### src/rtl/core/assert_macros.svh
// Assertion macros shared by the sorted priority stack RTL.
// Depends on nothing; users must have clk and arst_n in scope.
`ifndef ASSERT_MACROS_SVH
`define ASSERT_MACROS_SVH

// Property that must hold at every clock edge outside reset.
`define SPSU_ASSERT(lbl, prop, msg) \
	lbl: assert property (@(posedge clk) disable iff (!arst_n) (prop)) else $error(msg);

// Same-cycle implication.
`define SPSU_IMPLY(lbl, ante, cons, msg) \
	lbl: assert property (@(posedge clk) disable iff (!arst_n) (ante) |-> (cons)) \
		else $error(msg);

// Next-cycle implication.
`define SPSU_NEXT(lbl, ante, cons, msg) \
	lbl: assert property (@(posedge clk) disable iff (!arst_n) (ante) |=> (cons)) \
		else $error(msg);

`endif

### src/rtl/core/spsu_pkg.sv
// Shared codes for the sorted priority stack unit.
// Depends on nothing; imported by the top level.
package spsu_pkg;

	localparam int STATUS_W = 2;
	localparam int FILL_W   = 5;

	localparam logic ACT_PUSH = 1'b0;
	localparam logic ACT_POP  = 1'b1;

	localparam logic [STATUS_W-1:0] ST_OK    = 2'd0;
	localparam logic [STATUS_W-1:0] ST_EMPTY = 2'd1;
	localparam logic [STATUS_W-1:0] ST_FULL  = 2'd2;

endpackage

### src/rtl/core/sorted_priority_stack_unit.sv
// Sorted priority stack unit: sequencer, entry memory and result register.
// Depends on spsu_pkg, spsu_ram and assert_macros.svh.

// A request is taken when start is high and busy is low. Every request gives
// exactly one result, shown for one cycle with result_valid high; the receiver
// cannot stall it. Entries live in one memory in ascending priority order with
// the top of the stack at the highest used address, so a pop is one memory
// read, whose data the pop state registers as the result. A push walks the
// memory from the top downward through the single read port, moving each entry
// of strictly higher priority up one place, one entry per cycle, and writes the
// new entry into the place freed just above the first entry of no higher
// priority, or at the bottom. A pop on an empty stack, a push on a full stack
// and a push on an empty stack answer in the cycle after acceptance. A new
// request is taken during the cycle in which the previous result is shown.
// No clearing pass follows reset.
`include "assert_macros.svh"

module sorted_priority_stack_unit #(
	parameter int DEPTH         = 16,
	parameter int PRIORITY_BITS = 16,
	parameter int TAG_BITS      = 16
) (
	input  logic                         clk,
	input  logic                         arst_n,
	input  logic                         start,
	output logic                         busy,
	input  logic                         action,
	input  logic [PRIORITY_BITS-1:0]     priority_req,
	input  logic [TAG_BITS-1:0]          tag,
	output logic                         result_valid,
	output logic [spsu_pkg::STATUS_W-1:0] status,
	output logic [PRIORITY_BITS-1:0]     out_priority,
	output logic [TAG_BITS-1:0]          out_tag,
	output logic [spsu_pkg::FILL_W-1:0]  fill_count
);

	import spsu_pkg::*;

	localparam int AW = $clog2(DEPTH);
	localparam int CW = $clog2(DEPTH + 1);
	localparam int EW = PRIORITY_BITS + TAG_BITS;

	localparam logic [1:0] S_IDLE = 2'd0;
	localparam logic [1:0] S_POP  = 2'd1;
	localparam logic [1:0] S_SCAN = 2'd2;
	localparam logic [1:0] S_INS  = 2'd3;

	logic [1:0]               state_q;
	logic [CW-1:0]            count_q;
	logic [AW-1:0]            ptr_q;
	logic [PRIORITY_BITS-1:0] prio_q;
	logic [TAG_BITS-1:0]      tag_q;
	logic                     valid_q;
	logic [STATUS_W-1:0]      status_q;
	logic [PRIORITY_BITS-1:0] out_prio_q;
	logic [TAG_BITS-1:0]      out_tag_q;

	logic                     ram_we;
	logic [AW-1:0]            ram_waddr;
	logic [EW-1:0]            ram_wdata;
	logic                     ram_re;
	logic [AW-1:0]            ram_raddr;
	logic [EW-1:0]            ram_rdata;
	logic [PRIORITY_BITS-1:0] rd_prio;
	logic [TAG_BITS-1:0]      rd_tag;
	logic [AW-1:0]            top_addr;
	logic                     is_empty;
	logic                     is_full;
	logic                     higher;

	assign rd_prio  = ram_rdata[EW-1 -: PRIORITY_BITS];
	assign rd_tag   = ram_rdata[TAG_BITS-1:0];
	assign top_addr = AW'(count_q - CW'(1));
	assign is_empty = (count_q == '0);
	assign is_full  = (count_q == CW'(DEPTH));
	assign higher   = (rd_prio > prio_q);

	spsu_ram #(
		.WIDTH(EW),
		.DEPTH(DEPTH)
	) u_entries (
		.clk   (clk),
		.we    (ram_we),
		.waddr (ram_waddr),
		.wdata (ram_wdata),
		.re    (ram_re),
		.raddr (ram_raddr),
		.rdata (ram_rdata)
	);

	// Memory port control. During the downward walk the read runs one place
	// below the entry being moved, so the two ports never meet on one address.
	always_comb begin
		ram_we    = 1'b0;
		ram_waddr = '0;
		ram_wdata = {prio_q, tag_q};
		ram_re    = 1'b0;
		ram_raddr = top_addr;
		unique case (state_q)
			S_IDLE: begin
				if (start) begin
					if (action == ACT_POP) begin
						ram_re = !is_empty;
					end else if (is_empty) begin
						ram_we    = 1'b1;
						ram_wdata = {priority_req, tag};
					end else begin
						ram_re = !is_full;
					end
				end
			end
			S_SCAN: begin
				ram_we    = 1'b1;
				ram_waddr = ptr_q + AW'(1);
				if (higher) begin
					ram_wdata = ram_rdata;
					if (ptr_q != '0) begin
						ram_re    = 1'b1;
						ram_raddr = ptr_q - AW'(1);
					end
				end
			end
			S_INS: begin
				ram_we = 1'b1;
			end
			S_POP: begin
			end
			default: begin
			end
		endcase
	end

	always_ff @(posedge clk or negedge arst_n) begin
		if (!arst_n) begin
			state_q <= S_IDLE;
			count_q <= '0;
			valid_q <= 1'b0;
		end else begin
			valid_q <= 1'b0;
			unique case (state_q)
				S_IDLE: begin
					if (start) begin
						if (action == ACT_POP) begin
							if (is_empty) begin
								valid_q <= 1'b1;
							end else begin
								state_q <= S_POP;
							end
						end else if (is_full) begin
							valid_q <= 1'b1;
						end else if (is_empty) begin
							count_q <= CW'(1);
							valid_q <= 1'b1;
						end else begin
							state_q <= S_SCAN;
						end
					end
				end
				S_POP: begin
					count_q <= count_q - CW'(1);
					valid_q <= 1'b1;
					state_q <= S_IDLE;
				end
				S_SCAN: begin
					if (!higher) begin
						count_q <= count_q + CW'(1);
						valid_q <= 1'b1;
						state_q <= S_IDLE;
					end else if (ptr_q == '0) begin
						state_q <= S_INS;
					end
				end
				S_INS: begin
					count_q <= count_q + CW'(1);
					valid_q <= 1'b1;
					state_q <= S_IDLE;
				end
				default: begin
					state_q <= S_IDLE;
				end
			endcase
		end
	end

	// Request payload and result payload registers.
	always_ff @(posedge clk) begin
		unique case (state_q)
			S_IDLE: begin
				if (start) begin
					prio_q     <= priority_req;
					tag_q      <= tag;
					ptr_q      <= top_addr;
					out_prio_q <= '0;
					out_tag_q  <= '0;
					if (action == ACT_POP) begin
						status_q <= is_empty ? ST_EMPTY : ST_OK;
					end else begin
						status_q <= is_full ? ST_FULL : ST_OK;
					end
				end
			end
			S_POP: begin
				out_prio_q <= rd_prio;
				out_tag_q  <= rd_tag;
			end
			S_SCAN: begin
				if (higher && ptr_q != '0) begin
					ptr_q <= ptr_q - AW'(1);
				end
			end
			S_INS: begin
			end
			default: begin
			end
		endcase
	end

	assign busy         = (state_q != S_IDLE);
	assign result_valid = valid_q;
	assign status       = status_q;
	assign out_priority = out_prio_q;
	assign out_tag      = out_tag_q;
	assign fill_count   = FILL_W'(count_q);

	`SPSU_ASSERT(a_count_bound, count_q <= CW'(DEPTH), "entry count beyond depth")
	`SPSU_IMPLY(a_result_idle, valid_q, state_q == S_IDLE, "result shown while busy")
	`SPSU_IMPLY(a_empty_count, valid_q && status_q == ST_EMPTY, count_q == '0, "empty with entries")
	`SPSU_IMPLY(a_port_clash, ram_we && ram_re, ram_waddr != ram_raddr, "read and write on one entry")
	`SPSU_NEXT(a_pop_dec, state_q == S_POP, count_q == $past(count_q) - CW'(1), "pop did not remove one")

endmodule

### src/rtl/core/spsu_ram.sv
// Generic simple dual-port RAM: one write port, one read port, registered read.
// Depends on nothing.
module spsu_ram #(
	parameter int WIDTH = 32,
	parameter int DEPTH = 16
) (
	input  logic                     clk,
	input  logic                     we,
	input  logic [$clog2(DEPTH)-1:0] waddr,
	input  logic [WIDTH-1:0]         wdata,
	input  logic                     re,
	input  logic [$clog2(DEPTH)-1:0] raddr,
	output logic [WIDTH-1:0]         rdata
);

	logic [WIDTH-1:0] mem_q [DEPTH];

	always_ff @(posedge clk) begin
		if (we) begin
			mem_q[waddr] <= wdata;
		end
		if (re) begin
			rdata <= mem_q[raddr];
		end
	end

endmodule
### config.mk
export PLATFORM = sky130hd
export DESIGN_NAME = sorted_priority_stack_unit
export DESIGN_NICKNAME = d
export VERILOG_FILES = /design/src/rtl/core/spsu_pkg.sv /design/src/rtl/core/sorted_priority_stack_unit.sv /design/src/rtl/core/spsu_ram.sv
export VERILOG_INCLUDE_DIRS = /design/src /design/src/rtl/core
export SDC_FILE = /design/constraint.sdc
export NUM_CORES = 1
export LEC_CHECK = 0
export BUFFER_PORTS_ARGS = -buffer_cell sky130_fd_sc_hd__buf_2
export CORE_MARGIN = 2
export CORE_UTILIZATION = 35
export DETAILED_ROUTE_END_ITERATION = 8
export MAX_ROUTING_LAYER = met4
export PLACE_DENSITY = 0.49
export RECOVER_POWER = 25
export SLEW_MARGIN = 0
export SYNTH_ARGS = -nofsm -noshare
export SYNTH_HDL_FRONTEND = slang
export SYNTH_HIERARCHICAL = 1
export SYNTH_SLANG_ARGS = --single-unit
### constraint.sdc
create_clock -name clk -period 5.1 [get_ports clk]
set_input_delay 1.02 -clock clk [delete_from_list [all_inputs] [get_ports clk]]
set_output_delay 1.02 -clock clk [all_outputs]
set_load 0.02 [all_outputs]
== After elaboration in Yosys (flattened, before gate mapping) ==
Memory sizes are Yosys's and may differ from the RTL's. A register that Yosys moved wholly into a read port is not among the register bits.
Cells that the tools add are included.
Word-level totals
  bits in registers: 78
  bits in writable memories: 512
  input bits: 36
  logic and storage cells: 94
  memories: 1
Memories
  u_entries.mem_q: depth 16, bits a word 32, rd ports 1, clocked after Yosys merged registers in 1, wr ports 1, RTL line spsu_ram.sv:16  | logic [WIDTH-1:0] mem_q [DEPTH];
Operators by class
  add/sub/neg operators: 4
  order comparisons: 1
  equality and inequality tests: 13
  multiplexer cells: 49
  reduce and logical (&&, ||, !) cells: 17
Operators by type and width (count)
  32-bit 2-to-1 mux: 4
  16-bit case mux with 2 select lines: 2
  32-bit case mux with 2 select lines: 1
  5-bit 2-to-1 mux: 5
  4-bit 2-to-1 mux: 6
  5-bit case mux with 4 select lines: 1
  2-bit 2-to-1 mux: 9
  16-bit greater-than comparator: 1
  16-bit 2-to-1 mux: 1
  1-bit 2-to-1 mux: 15
  2-bit inequality test (second input constant): 7
  4-bit case mux with 2 select lines: 1
  3-bit inequality test (second input constant): 2
  2-bit case mux with 3 select lines: 1
  2-bit nonzero test: 3
  5-bit by 1-bit adder with 5-bit output (second input constant): 1
  5-bit == test (second input constant): 1
  5-bit logical NOT: 1
  5-bit AND reduction: 1
  5-bit by 1-bit subtractor with 5-bit output (second input constant): 1
  4-bit by 1-bit adder with 4-bit output (second input constant): 1
  2-bit == test (second input constant): 2
  4-bit logical NOT: 1
  1-bit case mux with 2 select lines: 2
  11 further kinds: 14

== Longest topological paths before layout ==
  word-level depth: 7
  mapped depth: 14
  depth with buffers taken out: 11

== Modules after synthesis ==
The synthesis kept the hierarchy.
Modules (own cells, without submodules)
  spsu_ram: times used 1, cells an instance 838, area an instance 20155.6 um2, sequential area each 16335.7 um2
  sorted_priority_stack_unit: times used 1, cells an instance 393, area an instance 4391.7 um2, sequential area each 2302.2 um2

== Least setup slack after synthesis ==
OpenSTA, ideal clock, no wires.
  path type: reg2reg
  from: register count_q[0], in the netlist fill_count[0]
  to: memory u_entries.mem_q[0][0] (enable)
  library setup time: 0.461 ns
  arrival: 4.475 ns
  required time: 4.639 ns
  slack: 0.164 ns
  stages on the path, launching flop included: 9
  buffers on the path: 1
  clock period less this slack: 4.936 ns
  cells stage by stage: dfrtp_1 inv_1 ha_1 nor4b_2 nand3b_1 buf_2 o21ai_1 or3b_2 nor3_1
On the way
  word-level cells in the longest chain between the ends: 7
RTL lines
  start, declared: RTL line sorted_priority_stack_unit.sv:49  | logic [CW-1:0] count_q;
  start signal, assigned: RTL line sorted_priority_stack_unit.sv:160  | count_q <= count_q - CW'(1);
  start signal, assigned: RTL line sorted_priority_stack_unit.sv:166  | count_q <= count_q + CW'(1);
  start signal, assigned: RTL line sorted_priority_stack_unit.sv:174  | count_q <= count_q + CW'(1);
  5-bit logical NOT: RTL line sorted_priority_stack_unit.sv:74  | assign is_empty = (count_q == '0);
  1-bit 2-to-1 mux: RTL line sorted_priority_stack_unit.sv:104  | end else if (is_empty) begin
  1-bit 2-to-1 mux: RTL line sorted_priority_stack_unit.sv:102  | if (action == ACT_POP) begin
  1-bit 2-to-1 mux: RTL line sorted_priority_stack_unit.sv:101  | if (start) begin
  1-bit case mux with 2 select lines: RTL line sorted_priority_stack_unit.sv:99  | unique case (state_q)
  named net ram_we: RTL line sorted_priority_stack_unit.sv:58  | logic ram_we;
  1-bit 2-to-1 mux: RTL line spsu_ram.sv:19  | if (we) begin
  1-bit 2-to-1 mux (implied by the code): RTL line spsu_ram.sv:20  | mem_q[waddr] <= wdata;
  end, declared: RTL line spsu_ram.sv:16
The timed path passes the listed nets, and every way through them passes these cells.

== Final worst setup path ==
  from: register state_q[1]
  to: memory u_entries.mem_q[6][29] (enable)
On the way
  word-level cells in the longest chain between the ends: 5
  elaborated cells on any way between the ends: 8
  classes of those cells: 2 x eq/ne; 4 x mux; 2 x reduce/logical
RTL lines
  start, declared: RTL line sorted_priority_stack_unit.sv:48  | logic [1:0] state_q;
  start signal, assigned: RTL line sorted_priority_stack_unit.sv:135  | state_q <= S_IDLE;
  start signal, assigned: RTL line sorted_priority_stack_unit.sv:147  | state_q <= S_POP;
  start signal, assigned: RTL line sorted_priority_stack_unit.sv:155  | state_q <= S_SCAN;
  2-bit == test: RTL line sorted_priority_stack_unit.sv:99
  2-bit OR reduction (no line)
  1-bit case mux with 2 select lines (*): RTL line sorted_priority_stack_unit.sv:99
  named net ram_we: RTL line sorted_priority_stack_unit.sv:58
  1-bit 2-to-1 mux (*): RTL line spsu_ram.sv:19
  1-bit 2-to-1 mux (implied by the code) (*): RTL line spsu_ram.sv:20
The timed path passes the listed nets; every way through them passes the cells marked *.

==> results.json <==
{
  "drive_gt1_share_pct": 21.6,
  "r2r_setup_slack_ns": 0.56,
  "r2r_start": "state_q[1]$_DFFE_PN0P_",
  "drc": 0,
  "end_kind": "flop",
  "grt_pass1_vias": 12900,
  "synth-seq-cells": 622,
  "worst_pin_slew_ns": 2.02,
  "wl_um": 64900,
  "cap_violations": 3,
  "crit_family": "buffers and inverters",
  "grt_first_pass_wirelength_um": 92800,
  "worstSetupPathType": "reg2reg",
  "cpPeakStageDelay_ns": 1.37,
  "layout_common_cells": "edfxtp_1 (614), mux4_2 (128), clkbuf_1 (85)",
  "post_cts_resized": 0,
  "muxShareOfSynthArea_pct": 11.9,
  "die_y_um": 269,
  "cts_setup_buffers": 0,
  "die_w_um": 269,
  "antenna_found_initial": 1,
  "io_buffers": 76,
  "timing.fmax_mhz": 220,
  "finClkSkew_ns": 0.0184,
  "final_hold_viol_count": 0,
  "clk_path_buf_depth": 3,
  "routabilityCongestion": 0.759,
  "grt_max_degree": 54,
  "rows": 97,
  "drv_slew": 96,
  "maxSlewHeadroom_pct": -34.9,
  "drtIter0Drc": 1169,
  "clkSinkCount": 622,
  "post-route-min-period_ns": 4.54,
  "critPathSlowestCell": "clkbuf_1",
  "cp_num_buf_inv": 3,
  "num-fill-cells": 6267,
  "yosysTopAreaCell": "edfxtp_1",
  "peakVddDrop_mv": 0.479,
  "crit_arrival_ns": 4.81,
  "async_reset_ff_share_pct": 1.29,
  "critPathMaxFanout": 27,
  "start_kind": "flop",
  "ctsHoldBuffers": 0,
  "layout_commonest_cell": "edfxtp_1",
  "via_count": 12600,
  "yosys_warnings": 6,
  "clk_pin_slew_worst_paths_ns": 0.06,
  "status": "complete, but fails checks",
  "violations": "max-capacitance violations, max-slew violations",
  "synth_top_area_share_pct": 75.1,
  "die_area_mm2": 0.0723,
  "grt_overflow_total": 0,
  "synth_compound_area_share_pct": 5.08,
  "grt.total_usage_pct": 18.8,
  "syn_area_mm2": 0.0245,
  "leakage_uw": 0.00910,
  "nets": 1410,
  "ioPinCount": 77,
  "area_growth_pct": 15.3,
  "worst-r2r-cell-count": 6,
  "numCtsBuffers": 61,
  "period_share_pct": 89.0,
  "yosys-top-cells-area": "edfxtp_1 (75%), mux4_2 (12%), a22oi_1 (2.5%), ha_1 (1.0%), and3_1 (0.82%)",
  "crit_chain": "clkbuf_1 -> inv_1 -> o21ai_0 -> nand3b_1 -> nor2_1 -> buf_4",
  "finalSetupViolations": 0,
  "synth-simple-area-share_pct": 3.86,
  "wl_per_cell_um": 27.7,
  "synth_top_family_by_area": "multiplexers",
  "crit_required_ns": 5.37,
  "h-tree-depth": 2,
  "crit_end": "u_entries/mem_q[6][29]$_DFFE_PP_",
  "synthDistinctLibCells": 48,
  "synth_fa_ha_area_share_pct": 1.02,
  "ant_nets": 0,
  "crit_start": "state_q[1]$_DFFE_PN0P_",
  "hpwl_um": 37000,
  "synth_edf_count": 614,
  "placed_cell_area_mm2": 0.0265,
  "finalWorstSetupSlack_ns": 0.562,
  "worstHoldPathType": "in2async",
  "cp.depth": 6,
  "clock-root-buffer": "clkbuf_16",
  "r2r-end": "u_entries/mem_q[6][29]$_DFFE_PP_",
  "rsz0062_at_grt": "false",
  "core_area_mm2": 0.0698,
  "cts_tree": "built",
  "finalSetupTns_ns": 0,
  "vias_per_cell": 5.40,
  "syn_nets": 1287,
  "pre_cts_slack_ns": 0.954,
  "final_util_pct": 40.5,
  "synthXorXnorAreaFrac_pct": 0.250,
  "initial_core_util_pct": 35.2,
  "design_area_mm2": 0.0283,
  "synth_ff_type": "edfxtp_1",
  "drtPass1Iterations": 5,
  "synthCells": 1231,
  "syn_area_per_cell_um2": 19.9,
  "seq_area_frac_synth_pct": 75.9,
  "clk_latency_ns": 0.64,
  "powerDensity_mw_per_mm2": 681
}
==> worst min path at each step <==
stage and to:
2_1_floorplan out_tag[9]$_SDFFCE_PN0P_, 3_3_place_gp out_tag[10]$_SDFFCE_PN0P_, 3_5_place_dp out_tag[10]$_SDFFCE_PN0P_, 4_1_cts fill_count[1]$_DFFE_PN0P_
5_1_grt result_valid$_DFF_PN0_, 6_report fill_count[1]$_DFFE_PN0P_
==> per-stage QoR <==
step                      hold slack [ns]  cells  total power (µW)
after CTS                           0.208   2340             19600
after floorplan                     0.549   1231             12400
final                               0.332   2341             19300
after detailed placement            0.613   2231             15100
after global placement              0.618   2231             15100
after global routing                0.348   2340             20200
==> state kept, by name, summed over array words and instances (netlist names) <==
signal / flops
out_tag: 16
u_entries/rdata: 32
result_valid: 1
fill_count: 5
state_q: 2
prio_q: 16
out_priority: 16
ptr_q: 4
status: 2
tag_q: 16
u_entries/mem_q: 512
==> cells by family (layout without fill, tap and decap cells) <==
group	after synthesis	in the layout
AO/OA/AOI/OAI	170	170
XOR/XNOR	7	7
adder cells (fa/ha/maj)	20	20
buffers and inverters	98	267
flip-flops	622	622
multiplexers	133	133
other	0	1
AND/OR/NAND/NOR	181	181
==> worst reg2reg max path: cells and delay by family (launching register included) <==
kind | cells | cell delay, ns
buffers and inverters | 3 | 2.19
DFF | 1 | 0.36
and+or+nand+nor | 2 | 1.29
AOI/OAI and AO/OA | 1 | 0.32
==> cell type report <==
cell class / instances / area (µm²) / area share [%]
diodes: 1 / 2.50 / 0.00885
clock buffers: 72 / 1570 / 5.54
clock inverters: 37 / 357 / 1.26
inverters: 25 / 93.8 / 0.332
multi-input cells: 511 / 5570 / 19.7
flip-flops and latches: 622 / 18600 / 65.9
well taps: 940 / 1180 / 4.16
repair buffers: 133 / 891 / 3.15
==> synth_stat cells, types with 15 or more instances <==
| cell | number |
|---|---|
| a21oi_1 | 31 |
| a221o_1 | 15 |
| a22oi_1 | 81 |
| and3_1 | 32 |
| clkbuf_1 | 32 |
| edfxtp_1 | 614 |
| ha_1 | 20 |
| inv_1 | 25 |
| mux4_2 | 128 |
| nand2_1 | 52 |
| nor2_1 | 46 |
| nor3b_1 | 16 |
| o31ai_1 | 15 |
==> routing by layer <==
metal / track usage (%) / part of all wire [%] / wire [µm]
met5: - / 0 / 0
met4: 5.18 / 2.2 / 1430
met3: 2.84 / 5.3 / 3430
met2: 29.8 / 48 / 31400
met1: 25.3 / 44 / 28700
==> power breakdown <==
group / total [µW] / internal, µW / switching, µW
sequential: 7620 / 7250 / 372
clock: 4410 / 2490 / 1920
combinational: 7250 / 2830 / 4420
Power figures use the tool's default switching activity.
